--- config.mk ---
export PLATFORM = sky130hd
export DESIGN_NAME = sha256_byte_stream_hasher
export DESIGN_NICKNAME = d
export VERILOG_FILES = /design/src/rtl/core/sha256_pkg.sv /design/src/rtl/core/sha256_compress.sv /design/src/rtl/core/sha256_byte_stream_hasher.sv
export SDC_FILE = /design/constraint.sdc
export NUM_CORES = 2
export LEC_CHECK = 0
export BUFFER_PORTS_ARGS = -buffer_cell sky130_fd_sc_hd__buf_4
export CAP_MARGIN = 20
export CELL_PAD_IN_SITES_DETAIL_PLACEMENT = 1
export CELL_PAD_IN_SITES_GLOBAL_PLACEMENT = 2
export CORE_ASPECT_RATIO = 1.75
export CORE_MARGIN = 2
export CORE_UTILIZATION = 46
export CTS_BUF_LIST = sky130_fd_sc_hd__clkbuf_16
export DETAILED_ROUTE_END_ITERATION = 16
export HOLD_SLACK_MARGIN = 0.1
export MAX_ROUTING_LAYER = met4
export PLACE_DENSITY = 0.91
export SYNTH_ARGS = -nofsm -noshare
export SYNTH_HDL_FRONTEND = slang
export SYNTH_SLANG_ARGS = --single-unit
--- constraint.sdc ---
create_clock -name i_clk -period 71.9 [get_ports i_clk]
set_input_delay 21.57 -clock i_clk [delete_from_list [all_inputs] [get_ports i_clk]]
set_output_delay 21.57 -clock i_clk [all_outputs]
set_load 0.1 [all_outputs]
--- src/rtl/core/sha256_pkg.sv ---
`timescale 1ns / 1ps
package sha256_pkg;

    typedef struct packed {
        logic       command;
        logic [7:0] data_byte;
    } t_in_item;

    typedef struct packed {
        logic [31:0] digest_word;
        logic [2:0]  word_index;
        logic        last_word;
    } t_out_item;

    localparam logic CMD_APPEND = 1'b0;
    localparam logic CMD_FINISH = 1'b1;

    localparam logic [7:0] PAD_BYTE = 8'h80;
    localparam logic [5:0] LEN_OFFSET = 6'd56;

    localparam logic [31:0] INIT_HASH [8] = '{
        32'h6a09e667, 32'hbb67ae85, 32'h3c6ef372, 32'ha54ff53a,
        32'h510e527f, 32'h9b05688c, 32'h1f83d9ab, 32'h5be0cd19
    };

    localparam logic [31:0] ROUND_K [64] = '{
        32'h428a2f98, 32'h71374491, 32'hb5c0fbcf, 32'he9b5dba5,
        32'h3956c25b, 32'h59f111f1, 32'h923f82a4, 32'hab1c5ed5,
        32'hd807aa98, 32'h12835b01, 32'h243185be, 32'h550c7dc3,
        32'h72be5d74, 32'h80deb1fe, 32'h9bdc06a7, 32'hc19bf174,
        32'he49b69c1, 32'hefbe4786, 32'h0fc19dc6, 32'h240ca1cc,
        32'h2de92c6f, 32'h4a7484aa, 32'h5cb0a9dc, 32'h76f988da,
        32'h983e5152, 32'ha831c66d, 32'hb00327c8, 32'hbf597fc7,
        32'hc6e00bf3, 32'hd5a79147, 32'h06ca6351, 32'h14292967,
        32'h27b70a85, 32'h2e1b2138, 32'h4d2c6dfc, 32'h53380d13,
        32'h650a7354, 32'h766a0abb, 32'h81c2c92e, 32'h92722c85,
        32'ha2bfe8a1, 32'ha81a664b, 32'hc24b8b70, 32'hc76c51a3,
        32'hd192e819, 32'hd6990624, 32'hf40e3585, 32'h106aa070,
        32'h19a4c116, 32'h1e376c08, 32'h2748774c, 32'h34b0bcb5,
        32'h391c0cb3, 32'h4ed8aa4a, 32'h5b9cca4f, 32'h682e6ff3,
        32'h748f82ee, 32'h78a5636f, 32'h84c87814, 32'h8cc70208,
        32'h90befffa, 32'ha4506ceb, 32'hbef9a3f7, 32'hc67178f2
    };

    function automatic logic [31:0] rotr(input logic [31:0] x, input logic [4:0] n);
        rotr = (x >> n) | (x << (6'd32 - {1'b0, n}));
    endfunction

endpackage

--- src/rtl/core/sha256_compress.sv ---
`timescale 1ns / 1ps
module sha256_compress (
    input  logic        i_clk,
    input  logic        i_rst_n,
    input  logic        i_start,
    output logic        o_busy,
    output logic [3:0]  o_word_addr,
    input  logic [31:0] i_word_data,
    input  logic        i_hash_clear,
    input  logic [2:0]  i_hash_addr,
    output logic [31:0] o_hash_data
);

    typedef enum logic [1:0] {ST_IDLE, ST_LOAD, ST_ROUND, ST_ADD} t_state;

    t_state      r_state;
    logic [6:0]  r_cnt;
    logic [31:0] r_hash [8];
    logic [31:0] r_v [8];
    logic [31:0] r_w [16];

    logic [5:0]  rnd;
    logic [31:0] wr, s0, s1, t1, t2, e, a, x, y;

    // block memory word r_cnt arrives in the cycle after its address
    assign o_word_addr = r_cnt[3:0];
    assign o_busy = (r_state != ST_IDLE);
    assign o_hash_data = r_hash[i_hash_addr];

    always_comb begin
        rnd = r_cnt[5:0];
        x = r_w[1];
        y = r_w[14];
        s0 = sha256_pkg::rotr(x, 5'd7) ^ sha256_pkg::rotr(x, 5'd18) ^ (x >> 3);
        s1 = sha256_pkg::rotr(y, 5'd17) ^ sha256_pkg::rotr(y, 5'd19) ^ (y >> 10);
        wr = (rnd < 6'd16) ? r_w[0] : (r_w[0] + s0 + r_w[9] + s1);
        e = r_v[4];
        a = r_v[0];
        t1 = r_v[7] + (sha256_pkg::rotr(e, 5'd6) ^ sha256_pkg::rotr(e, 5'd11)
            ^ sha256_pkg::rotr(e, 5'd25)) + ((e & r_v[5]) ^ (~e & r_v[6]))
            + sha256_pkg::ROUND_K[rnd] + wr;
        t2 = (sha256_pkg::rotr(a, 5'd2) ^ sha256_pkg::rotr(a, 5'd13)
            ^ sha256_pkg::rotr(a, 5'd22)) + ((a & r_v[1]) ^ (a & r_v[2]) ^ (r_v[1] & r_v[2]));
    end

    always_ff @(posedge i_clk) begin
        if (!i_rst_n) begin
            r_state <= ST_IDLE;
            r_cnt <= '0;
            for (int i = 0; i < 8; i++) r_hash[i] <= sha256_pkg::INIT_HASH[i];
        end else begin
            unique case (r_state)
                ST_IDLE: begin
                    r_cnt <= '0;
                    if (i_hash_clear) begin
                        for (int i = 0; i < 8; i++) r_hash[i] <= sha256_pkg::INIT_HASH[i];
                    end
                    if (i_start) r_state <= ST_LOAD;
                end
                ST_LOAD: begin
                    // shift-line of w: w[0] is the current round word
                    if (r_cnt != 7'd0) begin
                        r_w[15] <= i_word_data;
                        for (int i = 0; i < 15; i++) r_w[i] <= r_w[i + 1];
                    end
                    if (r_cnt == 7'd16) begin
                        r_cnt <= '0;
                        r_state <= ST_ROUND;
                        for (int i = 0; i < 8; i++) r_v[i] <= r_hash[i];
                    end else begin
                        r_cnt <= r_cnt + 7'd1;
                    end
                end
                ST_ROUND: begin
                    for (int i = 0; i < 15; i++) r_w[i] <= r_w[i + 1];
                    r_w[15] <= wr;
                    r_v[7] <= r_v[6];
                    r_v[6] <= r_v[5];
                    r_v[5] <= r_v[4];
                    r_v[4] <= r_v[3] + t1;
                    r_v[3] <= r_v[2];
                    r_v[2] <= r_v[1];
                    r_v[1] <= r_v[0];
                    r_v[0] <= t1 + t2;
                    if (r_cnt == 7'd63) r_state <= ST_ADD;
                    r_cnt <= r_cnt + 7'd1;
                end
                ST_ADD: begin
                    for (int i = 0; i < 8; i++) r_hash[i] <= r_hash[i] + r_v[i];
                    r_state <= ST_IDLE;
                end
                default: r_state <= ST_IDLE;
            endcase
        end
    end

    a_clear_idle: assert property (@(posedge i_clk) disable iff (!i_rst_n)
        i_hash_clear |-> !o_busy) else $error("hash clear while busy");
    a_start_idle: assert property (@(posedge i_clk) disable iff (!i_rst_n)
        (i_start && !o_busy) |=> o_busy) else $error("start not taken");
    a_round_cnt: assert property (@(posedge i_clk) disable iff (!i_rst_n)
        (r_state == ST_ADD) |-> (r_cnt == 7'd64)) else $error("round count");

endmodule

--- src/rtl/core/sha256_byte_stream_hasher.sv ---
`timescale 1ns / 1ps
// sha-256 over a byte stream
// input channel (i_in_valid, o_in_stall, i_in_data): command append carries one
// message byte, command finish pads the message and starts the digest output
// output channel (o_out_valid, i_out_stall, o_out_data): eight digest words,
// h0 first, last_word set on word seven
// an append writes one byte into the 64-byte block memory without a stall; the
// 64th byte starts a compression during which input is stalled (start, word
// reads from the block memory, 64 rounds, final add, return to idle)
// a finish writes the padding one byte a cycle into the block memory, runs one
// or two compressions, then presents eight words, one per cycle while the
// receiver does not stall; a stalled word holds until taken and the next
// message is taken once all eight words are transferred
// reset returns the hash to the initial values and empties the block; the
// block memory contents are not cleared
module sha256_byte_stream_hasher (
    input  logic                  i_clk,
    input  logic                  i_rst_n,
    input  logic                  i_in_valid,
    output logic                  o_in_stall,
    input  sha256_pkg::t_in_item  i_in_data,
    output logic                  o_out_valid,
    input  logic                  i_out_stall,
    output sha256_pkg::t_out_item o_out_data
);

    typedef enum logic [2:0] {ST_IDLE, ST_WAIT, ST_PAD, ST_PWAIT, ST_OUT} t_state;

    t_state      r_state;
    logic [5:0]  r_fill;
    logic [63:0] r_count;
    logic [63:0] r_bits;
    logic [2:0]  r_widx;
    logic        r_start;
    logic        r_clear;
    logic        r_len_blk;
    logic [31:0] r_mem [16];
    logic [31:0] r_rdata;

    logic        wr_en;
    logic [7:0]  wr_byte;
    logic [7:0]  pad_byte;
    logic [3:0]  word_addr;
    logic        cbusy;
    logic [31:0] hash_data;
    logic        in_xfer;

    assign o_in_stall = (r_state != ST_IDLE);
    assign in_xfer = i_in_valid && !o_in_stall;
    assign o_out_valid = (r_state == ST_OUT);
    assign o_out_data.digest_word = hash_data;
    assign o_out_data.word_index = r_widx;
    assign o_out_data.last_word = (r_widx == 3'd7);

    // length bytes only in the block that carries the length
    always_comb begin
        pad_byte = 8'h00;
        if (r_len_blk && r_fill >= sha256_pkg::LEN_OFFSET) begin
            pad_byte = r_bits[{~r_fill[2:0], 3'b111} -: 8];
        end
    end

    always_comb begin
        wr_en = 1'b0;
        wr_byte = pad_byte;
        if (in_xfer) begin
            wr_en = 1'b1;
            wr_byte = (i_in_data.command == sha256_pkg::CMD_FINISH) ?
                sha256_pkg::PAD_BYTE : i_in_data.data_byte;
        end else if (r_state == ST_PAD) begin
            wr_en = 1'b1;
        end
    end

    always_ff @(posedge i_clk) begin
        if (wr_en) r_mem[r_fill[5:2]][{~r_fill[1:0], 3'b000} +: 8] <= wr_byte;
    end

    // big-endian word read, registered
    always_ff @(posedge i_clk) begin
        r_rdata <= r_mem[word_addr];
    end

    always_ff @(posedge i_clk) begin
        if (!i_rst_n) begin
            r_state <= ST_IDLE;
            r_fill <= '0;
            r_count <= '0;
            r_widx <= '0;
            r_start <= 1'b0;
            r_clear <= 1'b0;
            r_len_blk <= 1'b0;
        end else begin
            r_start <= 1'b0;
            r_clear <= 1'b0;
            unique case (r_state)
                ST_IDLE: begin
                    if (in_xfer) begin
                        r_fill <= r_fill + 6'd1;
                        if (i_in_data.command == sha256_pkg::CMD_FINISH) begin
                            r_bits <= {r_count[60:0], 3'b000};
                            r_len_blk <= (r_fill < sha256_pkg::LEN_OFFSET);
                            if (r_fill == 6'd63) begin
                                r_start <= 1'b1;
                                r_state <= ST_PWAIT;
                            end else begin
                                r_state <= ST_PAD;
                            end
                        end else begin
                            r_count <= r_count + 64'd1;
                            if (r_fill == 6'd63) begin
                                r_start <= 1'b1;
                                r_state <= ST_WAIT;
                            end
                        end
                    end
                end
                ST_WAIT: begin
                    if (!r_start && !cbusy) r_state <= ST_IDLE;
                end
                ST_PAD: begin
                    r_fill <= r_fill + 6'd1;
                    if (r_fill == 6'd63) begin
                        r_start <= 1'b1;
                        r_state <= ST_PWAIT;
                    end
                end
                ST_PWAIT: begin
                    if (!r_start && !cbusy) begin
                        // length block compressed means done
                        r_widx <= '0;
                        if (r_len_blk) begin
                            r_state <= ST_OUT;
                        end else begin
                            r_len_blk <= 1'b1;
                            r_state <= ST_PAD;
                        end
                    end
                end
                ST_OUT: begin
                    if (!i_out_stall) begin
                        r_widx <= r_widx + 3'd1;
                        if (r_widx == 3'd7) begin
                            r_clear <= 1'b1;
                            r_count <= '0;
                            r_state <= ST_WAIT;
                        end
                    end
                end
                default: r_state <= ST_IDLE;
            endcase
        end
    end

    sha256_compress u_comp (
        .i_clk        (i_clk),
        .i_rst_n      (i_rst_n),
        .i_start      (r_start),
        .o_busy       (cbusy),
        .o_word_addr  (word_addr),
        .i_word_data  (r_rdata),
        .i_hash_clear (r_clear),
        .i_hash_addr  (r_widx),
        .o_hash_data  (hash_data)
    );

    a_no_in_out: assert property (@(posedge i_clk) disable iff (!i_rst_n)
        o_out_valid |-> o_in_stall) else $error("input open during output");
    a_pad_len: assert property (@(posedge i_clk) disable iff (!i_rst_n)
        (r_state == ST_OUT) |-> (r_fill == 6'd0)) else $error("block not empty");
    a_start_pulse: assert property (@(posedge i_clk) disable iff (!i_rst_n)
        r_start |=> !r_start) else $error("start held");

endmodule
==> impl_metrics.csv <==
group,metric,value,unit
clock_network,cts_setup_buffers,0,
worst_setup_path,cp.arrival,26710,ps
yosys,netlist_top_cells_count,"edfxtp_1, nand2_1, nor2_1",
run_status,violations,"max-slew violations",
yosys,synth_top_area_cell,"edfxtp_1",
timing,rsz0062_at_grt,"false",
run_status,outcome,"complete, but fails checks",
pwr,vdd_ir_drop_max,0.0000196,V
yosys,synthArstFlopShare,0,%
timing,skew,109,ps
drt,drt-initial-drc-count,5364,
drt,drt-pass1-iter-count,6,
global_route,overflow,0,
yosys,synth.distinct_cells,91,
pwr,p_leak,0.0362,uW
timing,setup-tns-final,0,ps
yosys,synthCells,7422,
timing,max_freq,0.0380,GHz
die,initial_utilization,46.3,%
layout,nets,8077,
die,fp.coreArea,0.198,mm^2
clock_network,htreeDepth,4,
yosys,synth-main-ff-cell,"edfxtp_1",
timing,report.final.slew_viol_count,4,
die,rows,216,
clock_network,cts_tree,"yes",
drt,drc_errors,0,
clock_network,cts_buffer_depth,4,
timing,maxSlewHeadroom,-6.93,%
die,die_width,341,um
pwr,power.density,21.5,mW/mm^2
die,top_level_ports,51,
worst_setup_path,path_cells,"buf_4 > nand2_4 > o21ai_4 > buf_12 > buf_4 > buf_4 > buf_4 > buf_4 > buf_16",
place,gp_congestion,0.989,
worst_setup_path,crit_path_max_fanout,178,
timing,final-setup-viol-count,0,
timing,fin_hold_ws,375,ps
layout,post_layout_nonfiller_instances,10200,
layout,drive_gt1_share,10.4,%
die,die-area,0.203,mm^2
timing,final.period_utilization,36.6,%
clock_network,clk_pin_slew,60,ps
yosys,synth.avg_cell_area,12.3,um^2
worst_setup_path,cp_slowest_cell,"buf_4",
place,dp_hpwl,215,mm
clock_network,clock_latency,870,ps
global_route,antenna_found_initial,15,
worst_setup_path,path_buf_inv,7,
clock_network,cts_sinks,1717,
job,max-cap-violations,0,
timing,tightestPinTransition,1600,ps
layout,fillers,20200,
timing,period_needed,26290,ps
drt,antenna_left,0,
place,portBuffers,50,
drt,vias,61900,
clock_network,cts_buffers,170,
drt,viasPerCell,6.07,
timing,hold_viol_final,0,
yosys,synth_top_area_share,51.3,%
yosys,syn_area,0.0916,mm^2
layout,syn2layout_area_growth,9.99,%
yosys,syn-num-nets,8046,
drt,wl_per_cell,29.3,um
worst_setup_path,critPathMaxStageDelay,890,ps
worst_setup_path,crit_type,"primary input to register",
worst_setup_path,cp_common_cell,"buf_4",
global_route,grt_pass1_wl,437,mm
yosys,ys_warn_count,0,
yosys,synth_edf_count,1565,
yosys,ys_ff_latch,1717,
global_route,grt_pass1_vias,66600,
worst_setup_path,end_kind,"register",
min_path,hold_path.class,"register to register",
die,die_y,594,um
yosys,seq_area_frac_synth,54.6,%
global_route,grt_usage,30.1,%
yosys,synthMostInstantiatedCell,"edfxtp_1",
global_route,grt_max_degree,179,
drt,wl,299,mm
clock_network,hold_buffers,0,
worst_setup_path,crit_required,72330,ps
clock_network,cts_root_buf,"clkbuf_16",
yosys,netlist_top_cells_area,"edfxtp_1, mux4_2, ha_1",
worst_setup_path,critical-path-top-delay-family,"buffers and inverters",
place,dp_cells,9872,
worst_setup_path,startpoint_type,"primary input",
clock_network,cts-resized-gates,0,
[cells in the final DEF, fill, tap and decap left out, types with 35 or more instances in the layout]
cell type	n
mux2_2	42
xnor2_1	374
o21bai_1	47
nor3_1	77
edfxtp_1	1565
a21o_1	201
dfxtp_1	143
nand2b_1	57
and3_1	52
xor2_1	235
o21a_1	45
a21oi_1	363
nor2_1	482
nand2_1	1035
a31oi_1	37
fa_1	195
o21ai_0	378
nand3_1	96
mux2i_1	67
or3_1	35
nor2b_1	53
buf_4	155
clkbuf_16	176
mux4_2	243
inv_1	398
ha_1	415
a211oi_1	44
[cell families (layout without fill, tap and decap cells)]
group | count (synthesis) | count (layout) | synth area share [%]
and+or+nand+nor | 2025 | 2025 | 9.62
adders and majority gates | 628 | 628 | 10.1
xor gates and xnor gates | 609 | 609 | 5.82
other | 0 | 10 | 0
muxes | 352 | 352 | 7.22
DFF | 1717 | 1717 | 54.6
AOI/OAI and AO/OA | 1409 | 1409 | 9.78
buffers and inverters | 682 | 841 | 2.81
[layer usage]
| metal | routed length [um] | track usage (%) |
|---|---|---|
| met2 | 156000 | 52.3 |
| met4 | 24800 | 21.0 |
| met5 | 0 | - |
| met3 | 14900 | 3.82 |
| met1 | 103000 | 31.6 |
[worst reg2reg max path, delay by kind of cell (launching register included)]
kind | cells | cell delay [ps]
AOI/OAI and AO/OA | 15 | 5110
xor gates and xnor gates | 3 | 960
and+or+nand+nor | 4 | 540
buffers and inverters | 6 | 1330
DFF | 1 | 620
adders and majority gates | 8 | 3840
[power breakdown]
part	internal (uW)	switching, uW
registers	1090	7.45
logic	59.5	104
clock network	505	404
total	1650	515
[metrics by stage]
step                      worst slack, ps  total power, uW  util, %  cell area (um^2)
after floorplan                     12130             1230        -             91600
after global placement              44500             1270     48.0             95000
after detailed placement            44110             1280     48.0             95000
after CTS                           44990             2170     50.8            100000
after global routing                45330             2220     50.9            101000
final                               45610             2170     50.9            101000
[final timing paths]
check                       end  slack [ps]  depth (start not counted)              start
max          u_comp.r_w[1][123]       45610                          9            i_rst_n
min           u_comp.r_w[0][59]         370                          0  u_comp.r_w[0][91]
max reg2reg   u_comp.r_v[0][31]       59230                         36    u_comp.r_cnt[0]
min reg2reg   u_comp.r_w[0][59]         370                          0  u_comp.r_w[0][91]
[flip-flops by register name, indices dropped and copies added, names as in the netlist, named ones only]
name,cells
r_fill,6
r_widx,3
r_len_blk,1
u_comp.r_v,256
r_clear,1
r_count,61
u_comp.r_state,2
r_mem,512
r_bits,61
u_comp.r_w,512
u_comp.r_cnt,7
r_state,3
r_start,1
r_rdata,32
u_comp.r_hash,256
[final cells by class]
| type | count | area, um^2 | share of cell area [%] |
|---|---|---|---|
| Sequential cell | 1717 | 50100 | 49.7 |
| Multi-Input combinational cell | 5023 | 39100 | 38.8 |
| Clock buffer | 176 | 4400 | 4.37 |
| Tap cell | 2616 | 3270 | 3.25 |
| Timing Repair Buffer | 181 | 1520 | 1.50 |
| Inverter | 360 | 1350 | 1.34 |
| Clock inverter | 124 | 1040 | 1.03 |
| Antenna cell | 10 | 25.0 | 0.0248 |
No activity file was read; power rests on OpenSTA's default activity.
